==> src/rtl/cbc_pkg.sv <==
`timescale 1ns / 1ps
`default_nettype none
package cbc_pkg;

    localparam int KSIZE_DEF      = 5;
    localparam int MAX_WIDTH_DEF  = 1024;
    localparam int MAX_HEIGHT_DEF = 4096;
    localparam int CHANNELS_DEF   = 3;

    localparam int REG_ROWS   = 5;
    localparam int REG_HALF   = 2;
    localparam int COEF_W     = 12;
    localparam int ROW_W      = 60;
    localparam int CFG_IDX_W  = 3;
    localparam int SAMPLE_W   = 8;
    localparam int PROD_W     = SAMPLE_W + 1 + COEF_W;
    localparam int FW_W       = 11;
    localparam int FH_W       = 13;
    localparam int CH_W       = 25;
    localparam int SUM_W      = 27;
    localparam int COL_W      = 10;
    localparam int ROW_OUT_W  = 12;

    localparam logic [CFG_IDX_W-1:0] REG_COEF_ROW0 = 3'd0;
    localparam logic [CFG_IDX_W-1:0] REG_COEF_ROW1 = 3'd1;
    localparam logic [CFG_IDX_W-1:0] REG_COEF_ROW2 = 3'd2;
    localparam logic [CFG_IDX_W-1:0] REG_COEF_ROW3 = 3'd3;
    localparam logic [CFG_IDX_W-1:0] REG_COEF_ROW4 = 3'd4;
    localparam logic [CFG_IDX_W-1:0] REG_WIDTH     = 3'd5;
    localparam logic [CFG_IDX_W-1:0] REG_HEIGHT    = 3'd6;
    localparam logic [CFG_IDX_W-1:0] REG_PRESERVE  = 3'd7;

    typedef logic [REG_ROWS-1:0][ROW_W-1:0] coef_rows_t;

    typedef struct packed {
        logic shift;
        logic clear;
        logic calc;
    } cell_ctrl_t;

    typedef enum logic [2:0] {
        ST_IDLE,
        ST_GEO,
        ST_WRITE,
        ST_LOAD,
        ST_CALC,
        ST_OUT
    } state_t;

    // Tap at register row ry, column cx; zero outside the 5x5 register area.
    function automatic logic signed [COEF_W-1:0] tap_of(input coef_rows_t rows,
                                                        input int ry, input int cx);
        logic signed [COEF_W-1:0] t;
        t = '0;
        if (ry >= 0 && ry < REG_ROWS && cx >= 0 && cx < REG_ROWS)
        begin
            t = rows[ry[2:0]][COEF_W * cx[2:0] +: COEF_W];
        end
        return t;
    endfunction

endpackage
`default_nettype wire

==> src/rtl/cbc_cell.sv <==
`timescale 1ns / 1ps
`default_nettype none
module cbc_cell import cbc_pkg::*; #(
    parameter int CHANNELS = CHANNELS_DEF,
    parameter int ACC_W    = 26,
    parameter int RY       = 0,
    parameter int CX       = 0
) (
    input  wire logic                                clk,
    input  wire cell_ctrl_t                          ctrl,
    input  wire coef_rows_t                          coef,
    input  wire logic [SAMPLE_W*CHANNELS-1:0]        pix_in,
    output logic      [SAMPLE_W*CHANNELS-1:0]        pix_out,
    input  wire logic [CHANNELS-1:0][ACC_W-1:0]      acc_in,
    output logic      [CHANNELS-1:0][ACC_W-1:0]      acc_out
);

    logic [SAMPLE_W*CHANNELS-1:0]   pix_reg;
    logic [CHANNELS-1:0][ACC_W-1:0] acc_reg;
    logic [CHANNELS-1:0][ACC_W-1:0] acc_next;
    logic signed [COEF_W-1:0]       tap;

    assign tap = tap_of(coef, RY, CX);

    // Multiply the held sample by this cell's tap and add the neighbor's partial sum.
    for (genvar c = 0; c < CHANNELS; c++)
    begin : g_lane
        logic signed [PROD_W-1:0] prod;
        assign prod = $signed({1'b0, pix_reg[SAMPLE_W*c +: SAMPLE_W]}) * tap;
        assign acc_next[c] = $signed(acc_in[c]) + ACC_W'(prod);
    end

    always_ff @(posedge clk)
    begin
        if (ctrl.shift)
        begin
            pix_reg <= pix_in;
        end
        if (ctrl.clear)
        begin
            acc_reg <= '0;
        end
        else if (ctrl.calc)
        begin
            acc_reg <= acc_next;
        end
    end

    assign pix_out = pix_reg;
    assign acc_out = acc_reg;

endmodule
`default_nettype wire

==> config.mk <==
export PLATFORM = sky130hd
export DESIGN_NAME = cbc_cell
export DESIGN_NICKNAME = d
export VERILOG_FILES = /design/src/rtl/cbc_pkg.sv /design/src/rtl/cbc_cell.sv
export SDC_FILE = /design/constraint.sdc
export NUM_CORES = 1
export LEC_CHECK = 0
export ABC_AREA = 1
export ABC_CLOCK_PERIOD_IN_PS = 7520
export BUFFER_PORTS_ARGS = -buffer_cell sky130_fd_sc_hd__buf_4
export CAP_MARGIN = 30
export CORE_AREA = 2 2 200 202
export CTS_CLUSTER_SIZE = 8
export DETAILED_ROUTE_END_ITERATION = 8
export DIE_AREA = 0 0 202 204
export PLACE_DENSITY_LB_ADDON = 0.12
export SYNTH_ARGS = -nofsm -noshare
export SYNTH_HDL_FRONTEND = slang
export SYNTH_SLANG_ARGS = --single-unit
==> constraint.sdc <==
create_clock -name clk -period 7.52 [get_ports clk]
set_input_delay 0.752 -clock clk [delete_from_list [all_inputs] [get_ports clk]]
set_output_delay 0.752 -clock clk [all_outputs]
set_load 0.005 [all_outputs]
## Word level (Yosys, flattened, before mapping)

Cells that the tools add are included.

| storage, ports and cells | value |
|---|---|
| register bits | 102 |
| bits of input ports | 406 |
| output and inout port bits | 102 |
| word-level logic and storage cells | 10 |

| operators by class | value |
|---|---|
| add/subtract/negate cells | 3 |
| multiply operators | 3 |

Operators with widths:

| kind | count |
|---|---|
| 26-bit by 21-bit adder with 26-bit output | 3 |
| 9-bit by 12-bit multiplier with 21-bit output | 3 |

## Depth between registers and ports, before layout

| logic depth | value |
|---|---|
| depth in word-level cells | 2 |
| gate-level depth with buffers | 25 |
| depth with buffers taken out | 24 |

## Least setup slack after synthesis

Ideal clock, no wire load.

| timing | value |
|---|---|
| path kind | input to register |
| from | input port coef[11] in the netlist's numbering |
| to | register acc_reg, in the netlist acc_out[23] |
| library setup time | 109 ps |
| arrival | 5,194 ps |
| required time | 7,411 ps |
| path slack | 2,217 ps |
| stages on the path | 20 |
| buffers on the path | 1 |
| cell sequence | clkbuf_1 > nand2_1 > fa_1 > inv_1 > fa_1 > inv_1 > fa_1 > fa_1 > inv_1 > fa_1 > ha_1 > nand2_1 > nor2_1 > nand2_1 > nor2_1 > nand2_1 > nand4_1 > nand3_1 > nand2_1 > inv_1 |

| between the ends | value |
|---|---|
| word-level cells in the longest chain between the ends | 2 |

Ends and longest elaborated chain:

| element | RTL line | RTL |
|---|---|---|
| from (decl) | cbc_cell.sv:11 | `input wire coef_rows_t coef,` |
| 9-bit by 12-bit multiplier with 21-bit output | cbc_cell.sv:29 | `assign prod = $signed({1'b0, pix_reg[SAMPLE_W*c +: SAMPLE_W]}) * tap;` |
| 26-bit by 21-bit adder with 26-bit output | cbc_cell.sv:30 | `assign acc_next[c] = $signed(acc_in[c]) + ACC_W'(prod);` |
| to (signal assigned) | cbc_cell.sv:45 | `acc_reg <= acc_next;` |
| to (decl) | cbc_cell.sv:19 | `logic [CHANNELS-1:0][ACC_W-1:0] acc_reg;` |

Every way passes these cells.
A chain may end at the register's enable or synchronous reset.

## Worst setup path after layout

| timing | value |
|---|---|
| from | register pix_reg[8], in the netlist pix_out[8] |
| to | register acc_reg, in the netlist acc_out[48] |

| between the ends | value |
|---|---|
| word-level cells in the longest chain between the ends | 2 |

Ends and longest elaborated chain:

| element | RTL line | RTL |
|---|---|---|
| from (decl) | cbc_cell.sv:18 | `logic [SAMPLE_W*CHANNELS-1:0] pix_reg;` |
| from (signal assigned) | cbc_cell.sv:37 | `pix_reg <= pix_in;` |
| 9-bit by 12-bit multiplier with 21-bit output | cbc_cell.sv:29 |  |
| 26-bit by 21-bit adder with 26-bit output | cbc_cell.sv:30 |  |

Every way passes these cells.

==> metrics.csv <==
metric;value;unit
status;finished clean;
vias in the first global route;17900;
Netlist cell types;31;
clock buffer depth;2;
die extent in x;202;um
Slew Limit Fails;0;
worst path required time;7.82;ns
post-route ant nets;0;
Post-synth EDFFs;24;
kind of critical path;flop to flop;
Worst path depth;22;
Bufs and invs on worst path;7;
slew of the pin with the lowest slew margin;0.825;ns
Hold Crit Class;flop to flop;
synthesized area;19900;sq um
cell mode on critical path;inv_1;
Yosys warnings;0;
Worst setup EP type;flop;
WHS Path Cells;2;
Worst EP arrival;6.12;ns
family with the most delay on the worst path;adder cells;
Yosys top cell by area;fa_1;
CTS tree;done;
Area contributors post-synth;fa_1 (31%), inv_1 (17%), nand2_1 (15%), ha_1 (10%), dfxtp_1 (7.8%);
period utilization;77.4;%
met2 Usage GRT;50.8;%
worst-skew pair later-pin latency;0.40;ns
Max transition margin;45.0;%
slowest cell delay on critical path;0.76;ns
FF+latch count, synth;102;
setup TNS;0;ns
minimum clock period;5.82;ns
RSZ-0062 raised after global routing;false;
hold_sp;acc_out[53];
Post-synth ARST share;0;%
CP Launch Type;flop;
first-pass GRT wire length;91.3;mm
Vias/cell;4.77;
routing usage on met1;34.7;%
largest net degree at the start of global routing;70;
hpwl dp;45.5;mm
peak fanout along the critical path;13;
DRC Markers;0;
PortBufs;219;
Die ar.;41200;sq um
gr usage total;28.3;%
Post-Synthesis Cells;2922;
Post-Syn Nets;3799;
commonest non-fill, non-tap cell in the layout;inv_1;
pre-CTS WS;1.42;ns
Starting Density;50.9;%
share of layout cells above drive strength 1;8.72;%
final WL;55.0;mm
routed vias;17200;
Clk pin slew, worst setup/hold paths;0.09;ns
# hold bufs at CTS;0;
ys flop type;dfxtp_1;
clock sinks;102;
number of cells on the worst reg-to-reg path;22;
initial drt markers;888;
gr busiest metal;met2;
Max H-tree Level;3;
sequential share of the synthesized area;11.4;%
TritonCTS buffer count;9;
critical path's slowest cell;fa_1;
GP Congestion;0.917;
top cell type's share of synthesized area;30.7;%
Hold Vio Cnt, Final;0;
post-CTS setup repair buffer count;0;
Max-cap violations;0;
post_cts resized;0;
fmax;172;MHz
Root Buffer Master;clkbuf_16;
io pins;508;
Syn-to-layout area delta;11.7;%
core footprint;39200;sq um
NumNets Final;3957;
final setup margin;1.70;ns
Routed WL per cell;15.2;um
commonest cells after routing, fill and taps aside;inv_1 (919), nand2_1 (813), fa_1 (306), nor2_1 (244), buf_4 (220);
initial antenna violation count;2;
row count;73;
GRT overflow;0;
Clock Skews;0.0146;ns
DIE HEIGHT;204;um
Finish-stage setup viols;0;
M3 GR Usage;5.15;%
DRT Pass-1 Iters;5;
launch point of the worst path;pix_out[8];
cells along the critical path;nand2_1 > fa_1 > inv_1 > fa_1 > inv_1 > fa_1 > inv_1 > fa_1 > inv_1 > fa_1 > inv_1 > ha_1 > nand2_1 > inv_1 > nand2_1 > nand2_1 > a21oi_1 > nand3_1 > nand2_1 > nand3_1 > nand2_1 > inv_1;
post-synthesis area per instance;6.82;sq um
worst flop-to-flop path startpoint;pix_out[8];
==> synthesized netlist by cell type, types with 2 or more instances <==
master,instances
a21oi_1,46
dfxtp_1,78
ha_1,165
fa_1,306
nand3b_1,6
and2_1,2
nand2_2,16
xor2_1,27
nor3_1,6
o21ai_0,40
edfxtp_1,24
xnor2_1,5
nand2_1,813
or2_2,2
nor2_4,4
inv_1,919
clkbuf_1,63
nand3_1,102
o21ai_1,2
nor2_1,244
buf_2,8
nand4_1,21
nor2_2,9
a21o_1,7
==> kinds of logic (layout without fill, tap and decap cells) <==
family	Yosys count	after routing	share of synthesized area (%)
simple gates	1227	1227	24.7
buf+inv	993	1156	18.8
fa+ha+maj	471	471	41.1
flops	102	102	11.4
compound gates	97	97	2.55
xor+xnor	32	32	1.41
other cells	0	1	0
==> metrics by stage <==
| step | hold WS, ns | utilization [%] | cell area, sq um | instances |
|---|---|---|---|---|
| after detailed placement | 0.493 | 56.1 | 22000 | 3594 |
| after CTS | 0.509 | 56.9 | 22300 | 3610 |
| after floorplan | 0.472 | - | 19900 | 2922 |
| after global routing | 0.514 | 56.9 | 22300 | 3610 |
| after global placement | 0.488 | 56.0 | 21900 | 3593 |
| final | 0.515 | 56.9 | 22300 | 3611 |
==> registers in the layout, summed over array words and instances (netlist names) <==
signal,count
acc_out,78
pix_out,24
==> metal layers <==
layer / wire (um) / share of wire, %
met4: 1550 / 2.8
met2: 27100 / 49
met1: 23000 / 42
met3: 3330 / 6.1
met5: 9 / 0.016
==> final cells by class <==
class | instances | area [sq um]
Antenna cell | 1 | 2.50
Clock buffer | 9 | 225
Clock inverter | 7 | 81.3
Fill cell | 3882 | 16900
Inverter | 919 | 3450
Multi-Input combinational cell | 1827 | 13900
Sequential cell | 102 | 2280
Tap cell | 525 | 657
Timing Repair Buffer | 221 | 1680
==> worst paths after layout <==
check,endpoint,slack (ns)
worst min register to register,acc_out[53],0.51
worst max register to register,acc_out[48],1.70
worst max-delay path,acc_out[48],1.70
worst min-delay path,acc_out[53],0.51
==> tightest hold or removal path: stages, from the launching register on <==
cell	delay, ns
dfxtp_1	0.34
o21ai_0	0.07
nor2_1	0.07
Power is left out: the tool's default activity adds up to more than one toggle a clock period on the data nets, which glitch-free logic cannot reach.
